`src/stq_pkg.sv`:
```
`timescale 1ns / 1ps
// ----------------------------------------------------------------------------
// stq_pkg
// Shared types and constants of the sorted timer queue.
// ----------------------------------------------------------------------------
package stq_pkg;

  localparam int unsigned CAPACITY     = 16;
  localparam int unsigned RESULT_LIMIT = 16;
  localparam int unsigned CNT_W        = $clog2(RESULT_LIMIT);
  localparam int unsigned HANDLE_W     = 16;
  localparam int unsigned TIME_W       = 32;

  typedef enum logic [1:0] {
    OP_INSERT = 2'd0,
    OP_ADJUST = 2'd1,
    OP_DELETE = 2'd2,
    OP_TICK   = 2'd3
  } stq_op_e;

  typedef enum logic [2:0] {
    KIND_DONE      = 3'd0,
    KIND_EXPIRED   = 3'd1,
    KIND_NONE      = 3'd2,
    KIND_FULL      = 3'd3,
    KIND_NOT_FOUND = 3'd4,
    KIND_DUPLICATE = 3'd5
  } stq_kind_e;

  typedef enum logic [1:0] {
    CMD_HOLD        = 2'd0,
    CMD_INSERT      = 2'd1,
    CMD_REMOVE_KEY  = 2'd2,
    CMD_REMOVE_HEAD = 2'd3
  } stq_cmd_e;

  typedef enum logic [1:0] {
    ST_IDLE = 2'b01,
    ST_EXEC = 2'b10
  } stq_state_e;

  typedef struct packed {
    logic                valid;
    logic [HANDLE_W-1:0] handle;
    logic [TIME_W-1:0]   expiry;
  } stq_entry_t;

  typedef struct packed {
    stq_cmd_e            cmd;
    logic [HANDLE_W-1:0] handle;
    logic [TIME_W-1:0]   expiry;
  } stq_ctl_t;

endpackage

```
`src/stq_cell.sv`:
```
`timescale 1ns / 1ps
// ----------------------------------------------------------------------------
// stq_cell
// One slot of the sorted chain: holds an entry, compares it with the key and
// shifts toward either neighbor on insert or remove.
// ----------------------------------------------------------------------------
module stq_cell import stq_pkg::*; (
  input  logic       clk_i,
  input  logic       rst_ni,
  input  stq_ctl_t   ctl_i,
  input  stq_entry_t left_i,
  input  logic       left_le_i,
  input  logic       rm_i,
  input  stq_entry_t right_i,
  output stq_entry_t ent_o,
  output logic       le_o,
  output logic       rm_o,
  output logic       match_o
);

  stq_entry_t ent_q, ent_d;

  assign le_o    = ent_q.valid && (ent_q.expiry <= ctl_i.expiry);
  assign match_o = ent_q.valid && (ent_q.handle == ctl_i.handle);
  assign rm_o    = rm_i || ((ctl_i.cmd == CMD_REMOVE_KEY) && match_o);
  assign ent_o   = ent_q;

  always_comb begin
    ent_d = ent_q;
    case (ctl_i.cmd)
      CMD_INSERT: begin
        if (!le_o) begin
          if (left_le_i) begin
            ent_d.valid  = 1'b1;
            ent_d.handle = ctl_i.handle;
            ent_d.expiry = ctl_i.expiry;
          end else begin
            ent_d = left_i;
          end
        end
      end
      CMD_REMOVE_KEY, CMD_REMOVE_HEAD: begin
        if (rm_o) begin
          ent_d = right_i;
        end
      end
      default: ent_d = ent_q;
    endcase
  end

  always_ff @(posedge clk_i or negedge rst_ni) begin
    if (!rst_ni) begin
      ent_q <= '0;
    end else begin
      ent_q <= ent_d;
    end
  end

endmodule

```
`src/sorted_timer_queue_top.sv`:
```
`timescale 1ns / 1ps
// ----------------------------------------------------------------------------
// sorted_timer_queue_top
// Timer list kept in ascending expiry order in a chain of shifting cells.
// Insert, delete and a tick with nothing due are done in ST_EXEC; adjust of
// a present handle first removes it, then places it anew.
// A tick emits one expired item per cycle unless stalled, up to RESULT_LIMIT.
// Throughput: one item at a time; next item accepted once the last result
// of the current one is registered. Reset clears all slots at once.
// ----------------------------------------------------------------------------
module sorted_timer_queue_top import stq_pkg::*; (
  input  logic                clk_i,
  input  logic                rst_ni,
  input  logic                in_valid_i,
  output logic                in_stall_o,
  input  logic [1:0]          opcode_i,
  input  logic [HANDLE_W-1:0] handle_i,
  input  logic [TIME_W-1:0]   expiry_time_i,
  input  logic [TIME_W-1:0]   now_time_i,
  output logic                out_valid_o,
  input  logic                out_stall_i,
  output logic [2:0]          kind_o,
  output logic [HANDLE_W-1:0] result_handle_o,
  output logic [TIME_W-1:0]   result_expiry_o,
  output logic                last_o
);

  stq_state_e          state_q, state_d;
  stq_op_e             op_q;
  logic [HANDLE_W-1:0] handle_q;
  logic [TIME_W-1:0]   expiry_q;
  logic [TIME_W-1:0]   now_q;
  logic [CNT_W-1:0]    n_q, n_d;

  logic                out_valid_q;
  stq_kind_e           kind_q;
  logic [HANDLE_W-1:0] res_handle_q;
  logic [TIME_W-1:0]   res_expiry_q;
  logic                last_q;

  stq_ctl_t   ctl;
  stq_entry_t ent [CAPACITY+1];
  logic       le_vec [CAPACITY+1];
  logic       rm_vec [CAPACITY+1];
  logic [CAPACITY-1:0] match_vec;

  logic                found, full, head_due, next_due, out_free, accept;
  logic [TIME_W-1:0]   match_exp;
  logic                emit, emit_last;
  stq_kind_e           emit_kind;
  logic [HANDLE_W-1:0] emit_handle;
  logic [TIME_W-1:0]   emit_expiry;

  // chain boundaries
  assign ent[CAPACITY] = '0;
  assign le_vec[0]     = 1'b1;
  assign rm_vec[0]     = (ctl.cmd == CMD_REMOVE_HEAD);

  stq_entry_t left_ent [CAPACITY];

  for (genvar i = 0; i < CAPACITY; i++) begin : g_cell
    if (i == 0) begin : g_head
      assign left_ent[i] = '0;
    end else begin : g_body
      assign left_ent[i] = ent[i-1];
    end
    stq_cell u_cell (
      .clk_i     (clk_i),
      .rst_ni    (rst_ni),
      .ctl_i     (ctl),
      .left_i    (left_ent[i]),
      .left_le_i (le_vec[i]),
      .rm_i      (rm_vec[i]),
      .right_i   (ent[i+1]),
      .ent_o     (ent[i]),
      .le_o      (le_vec[i+1]),
      .rm_o      (rm_vec[i+1]),
      .match_o   (match_vec[i])
    );
  end

  assign found    = |match_vec;
  assign full     = ent[CAPACITY-1].valid;
  assign head_due = ent[0].valid && (ent[0].expiry <= now_q);
  assign next_due = ent[1].valid && (ent[1].expiry <= now_q);
  assign out_free = !out_valid_q || !out_stall_i;
  assign accept   = in_valid_i && (state_q == ST_IDLE);
  assign in_stall_o = (state_q != ST_IDLE);

  always_comb begin
    match_exp = '0;
    for (int i = 0; i < CAPACITY; i++) begin
      match_exp = match_exp | ({TIME_W{match_vec[i]}} & ent[i].expiry);
    end
  end

  always_comb begin
    ctl.cmd     = CMD_HOLD;
    ctl.handle  = handle_q;
    ctl.expiry  = expiry_q;
    state_d     = state_q;
    n_d         = n_q;
    emit        = 1'b0;
    emit_last   = 1'b1;
    emit_kind   = KIND_DONE;
    emit_handle = handle_q;
    emit_expiry = expiry_q;
    if (accept) begin
      state_d = ST_EXEC;
    end else if ((state_q == ST_EXEC) && out_free) begin
      case (op_q)
        OP_INSERT, OP_ADJUST: begin
          if (found && (op_q == OP_INSERT)) begin
            emit        = 1'b1;
            emit_kind   = KIND_DUPLICATE;
            emit_expiry = match_exp;
          end else if (found) begin
            ctl.cmd = CMD_REMOVE_KEY;
          end else if (full) begin
            emit      = 1'b1;
            emit_kind = KIND_FULL;
          end else begin
            ctl.cmd   = CMD_INSERT;
            emit      = 1'b1;
            emit_kind = KIND_DONE;
          end
        end
        OP_DELETE: begin
          emit = 1'b1;
          if (found) begin
            ctl.cmd     = CMD_REMOVE_KEY;
            emit_kind   = KIND_DONE;
            emit_expiry = match_exp;
          end else begin
            emit_kind   = KIND_NOT_FOUND;
            emit_expiry = '0;
          end
        end
        OP_TICK: begin
          emit = 1'b1;
          if (head_due) begin
            ctl.cmd     = CMD_REMOVE_HEAD;
            emit_kind   = KIND_EXPIRED;
            emit_handle = ent[0].handle;
            emit_expiry = ent[0].expiry;
            emit_last   = (n_q == CNT_W'(RESULT_LIMIT - 1)) || !next_due;
            n_d         = n_q + CNT_W'(1);
          end else begin
            emit_kind   = KIND_NONE;
            emit_handle = '0;
            emit_expiry = '0;
          end
        end
        default: ctl.cmd = CMD_HOLD;
      endcase
      if (emit && emit_last) begin
        state_d = ST_IDLE;
      end
    end
  end

  always_ff @(posedge clk_i or negedge rst_ni) begin
    if (!rst_ni) begin
      state_q     <= ST_IDLE;
      n_q         <= '0;
      out_valid_q <= 1'b0;
    end else begin
      state_q <= state_d;
      n_q     <= accept ? '0 : n_d;
      if (emit) begin
        out_valid_q <= 1'b1;
      end else if (!out_stall_i) begin
        out_valid_q <= 1'b0;
      end
    end
  end

  always_ff @(posedge clk_i) begin
    if (accept) begin
      op_q     <= stq_op_e'(opcode_i);
      handle_q <= handle_i;
      expiry_q <= expiry_time_i;
      now_q    <= now_time_i;
    end
    if (emit) begin
      kind_q       <= emit_kind;
      res_handle_q <= emit_handle;
      res_expiry_q <= emit_expiry;
      last_q       <= emit_last;
    end
  end

  assign out_valid_o     = out_valid_q;
  assign kind_o          = kind_q;
  assign result_handle_o = res_handle_q;
  assign result_expiry_o = res_expiry_q;
  assign last_o          = last_q;

endmodule

```
`config.mk`:
```
export PLATFORM = sky130hd
export DESIGN_NAME = sorted_timer_queue_top
export DESIGN_NICKNAME = d
export VERILOG_FILES = /design/src/stq_pkg.sv /design/src/stq_cell.sv /design/src/sorted_timer_queue_top.sv
export SDC_FILE = /design/constraint.sdc
export NUM_CORES = 2
export LEC_CHECK = 0
export BUFFER_PORTS_ARGS = -buffer_cell sky130_fd_sc_hd__clkbuf_2
export CORE_AREA = 2 2 525 527
export DETAILED_ROUTE_END_ITERATION = 7
export DIE_AREA = 0 0 527 529
export GPL_TIMING_DRIVEN = 1
export HOLD_SLACK_MARGIN = 0.1
export PLACE_DENSITY_LB_ADDON = 0.15
export REMOVE_ABC_BUFFERS = 1
export SETUP_SLACK_MARGIN = 0.3
export SYNTH_ARGS = -nofsm -noshare
export SYNTH_HDL_FRONTEND = slang
export SYNTH_SLANG_ARGS = --single-unit
```
`constraint.sdc`:
```
create_clock -name clk_i -period 4.7 [get_ports clk_i]
set_input_delay 1.175 -clock clk_i [delete_from_list [all_inputs] [get_ports clk_i]]
set_output_delay 1.175 -clock clk_i [all_outputs]
set_load 0.02 [all_outputs]
```
==> results.cfg <==
[pwr]
p_leak_nw = 37.9
vdd.ir_drop.worst_mv = 0.505
powerDensity_mw_per_mm2 = 678

[placement]
routabilityCongestion = 0.970
placed_cells = 10900
post-dp-hpwl_mm = 252
place.port_buffers = 139

[synth]
syn-instance-count = 7227
ys_async_sr_fraction_pct = 85.5
synth_area_leaders = dfrtp_1 29%, ha_1 10%, mux2i_1 10%
ys_seq_elements = 925
synth_top_cell_by_area = dfrtp_1
postSynthAreaPerCell_um2 = 9.39
synth.distinct_cells = 93
ys.flop_type = dfrtp_1
synth_top_area_share_pct = 29.1
synthesis.area_mm2 = 0.0679
synth_seq_area_share_pct = 35.1
synth_edf_count = 134
yosys_warnings = 0

[drt]
dr_wl_met2_mm = 158
route.met3.wl_mm = 23.4
viasPerCell = 5.55
final_antenna_net_count = 0
drt_iter0_markers = 6334
m1WireLength_mm = 158
drcViolationCount = 0
routed-via-count = 61800
wl_mm = 355
drtPass1Iterations = 6
maxUsedRoutingLayer = met5
wire_per_inst_um = 31.9

[floorplanning]
dieArea_mm2 = 0.279
die_x_um = 527
die_y_um = 529
core_mm2 = 0.273
fp-row-count = 192
start_util_pct = 24.9
io_pins = 140

[global_route]
grt_pass1_wl_mm = 499
grtUsageTotal_pct = 24.8
grt_pass1_vias = 61400
grt_remaining_overflow = 0
antenna_found_initial = 16
grt_max_degree = 104

[cts]
clk_pin_slew_ns = 0.06
clk_latency_ns = 0.83
clock_sinks = 925
cts_buffers = 143
ctsHoldBuffers = 0
cts_max_path_buffers = 4
cts-root-buf = clkbuf_16
htree_num_levels = 4
cts_tree = done

[timing]
setup-violations-final = 0
fmax_ghz = 0.228
rsz0062_at_grt = false
slew_viol_final = 0
hold_viol = 0
period_minus_slack_ns = 4.38
slew-limit-headroom_pct = 26.5
clock_skew_ns = 0.0511
worstMarginPinSlew_ns = 1.10
fin_crit_sh_pct = 93.1

[cells_and_area]
nets = 8071
fin_util_pct = 29.8
nFillCells = 28500
drive_gt1_share_pct = 17.3
multi_input_area_mm2 = 0.0414
seq_area_mm2 = 0.0238
stdcell_count = 11100
area.growth.synth_to_final_pct = 20.0

[setup_path]
cp.required_ns = 5.38
critPathLaunchType = flop
crit_path_max_fanout = 12
crit_path_end_kind = flop
cp.arrival_ns = 5.05
critical_path_class = reg2reg

[run_status]
outcome = completed

[hold_path]
hold_path_class = in2async

[job]
max_cap_viol_count = 0
Yosys cell counts (23+ instances only):
| cell | count |
|---|---|
| dfrtp_1 | 790 |
| mux2i_1 | 679 |
| nor2_1 | 591 |
| ha_1 | 545 |
| nand2_1 | 528 |
| o21ai_0 | 501 |
| a21oi_1 | 479 |
| clkbuf_1 | 357 |
| mux2_2 | 306 |
| a211oi_1 | 283 |
| a21o_1 | 281 |
| buf_2 | 157 |
| inv_1 | 156 |
| xor2_1 | 146 |
| edfxtp_1 | 134 |
| a22oi_1 | 129 |
| nand4_1 | 122 |
| xnor2_1 | 118 |
| nand3_1 | 116 |
| o22ai_1 | 84 |
| a221oi_1 | 75 |
| a22o_1 | 64 |
| nor3_1 | 62 |
| nor4_1 | 57 |
| o21a_1 | 26 |
| buf_1 | 24 |
| nand2b_1 | 24 |
| buf_6 | 23 |
area by class of cell:
type | count | area share (%)
multi-input combinational | 5563 | 50.9
sequential | 925 | 29.3
timing repair buffer | 651 | 7.94
tap | 3589 | 5.51
clock buffer | 195 | 4.97
inverter | 156 | 0.761
clock inverter | 49 | 0.684
antenna | 7 | 0.0215
worst paths after layout:
check	from	endpoint	slack, ns	cells after the start
worst max register to register	expiry_q[14]$_DFFE_PP_	g_cell[7].u_cell.ent_o[25]$_DFFE_PN0P_	0.32	17
worst min register to register	n_q[0]$_DFFE_PN0P_	n_q[0]$_DFFE_PN0P_	0.53	1
worst min-delay path	rst_ni	g_cell[3].u_cell.ent_o[18]$_DFFE_PN0P_	0.35	1
worst max-delay path	expiry_q[14]$_DFFE_PP_	g_cell[7].u_cell.ent_o[25]$_DFFE_PN0P_	0.32	17
min in group clk_i	now_time_i[13]	now_q[13]$_DFFE_PP_	0.52	1
max in group asynchronous	rst_ni	g_cell[5].u_cell.ent_o[33]$_DFFE_PN0P_	3.07	2
cell usage in the layout, fill, tap and decap left out, types with 74 or more instances in the layout:
cell / netlist / layout
a211oi_1: 283 / 280
a21o_1: 281 / 281
a21oi_1: 479 / 474
a221oi_1: 75 / 74
a22oi_1: 129 / 129
buf_12: 0 / 143
buf_4: 21 / 358
clkbuf_16: 0 / 149
clkbuf_2: 0 / 138
dfrtp_1: 790 / 787
edfxtp_1: 134 / 134
ha_1: 545 / 545
inv_1: 156 / 147
mux2_2: 306 / 306
mux2i_1: 679 / 679
nand2_1: 528 / 526
nand3_1: 116 / 114
nand4_1: 122 / 122
nor2_1: 591 / 584
o21ai_0: 501 / 497
o22ai_1: 84 / 83
xnor2_1: 118 / 118
xor2_1: 146 / 146
repair_timing:
action / 4_1_cts / 5_1_grt
gates cloned: 1 / 2
setup endpoints to repair: 415 / 397
endpoints found under the hold margin: 0 / 0
buffers inserted: 15 / 12
resized for setup: 28 / 23
pin swaps: 4 / 8
cells by family after synthesis:
| kind of cell | after synthesis | share of synthesized area (%) |
|---|---|---|
| and+or+nand+nor | 1646 | 11.2 |
| AOI/OAI and AO/OA | 2087 | 19.7 |
| buffers and inverters | 739 | 4.76 |
| DFF | 925 | 35.1 |
| muxes | 1020 | 15.8 |
| xor gates and xnor gates | 265 | 3.43 |
| adders and majority gates | 545 | 10.0 |
power by group:
part,leakage (nW),internal [mW],switching [mW],total [mW]
clock,2.27,6.61,4.40,11.0
combinational,24.3,11.3,15.7,27.1
sequential,11.3,11.3,5.87,17.1
total,37.9,29.2,26.0,55.2
sequential cells by signal, indices dropped and copies added (netlist names), 2 cells and up:
| register | cells |
|---|---|
| op_q | 2 |
| g_cell.u_cell.ent_o | 784 |
| result_expiry_o | 32 |
| n_q | 4 |
| expiry_q | 32 |
| state_q | 2 |
| handle_q | 16 |
| kind_o | 3 |
| now_q | 32 |
| result_handle_o | 16 |
metrics by stage:
step                      total power [mW]  setup WS, ns  setup TNS [ns]  hold slack (ns)  instance area [um^2]
after detailed placement              43.5        0.0985               0            0.518                 76300
after global routing                  58.1         0.299               0            0.360                 81400
after floorplan                       31.1        -14.17        -7726.54            0.489                 65200
after global placement                43.2        0.0255               0            0.514                 76300
final                                 55.2         0.323               0            0.346                 81400
after CTS                             55.0         0.291               0            0.337                 81200
per-layer routing:
metal,GRT usage [%],vias to the layer above
li1,-,27200
met1,33.6,31400
met2,38.9,2477
met3,4.33,696
met4,9.88,8
met5,0,-
worst max-delay path: stages (launching register included):
cell	delay [ns]
edfxtp_1	0.39
clkinvlp_4	0.22
ha_1	0.38
nand3_2	0.15
nor3_2	0.44
and3_2	0.39
o211ai_1	0.25
buf_4	0.23
o211ai_1	0.12
buf_4	0.22
a221o_1	0.21
o21ai_4	0.07
buf_12	0.16
nor2_1	0.19
a211oi_4	0.08
buf_12	0.17
buf_12	0.17
mux2_1	0.34
No activity file was read; power rests on OpenSTA's default activity.
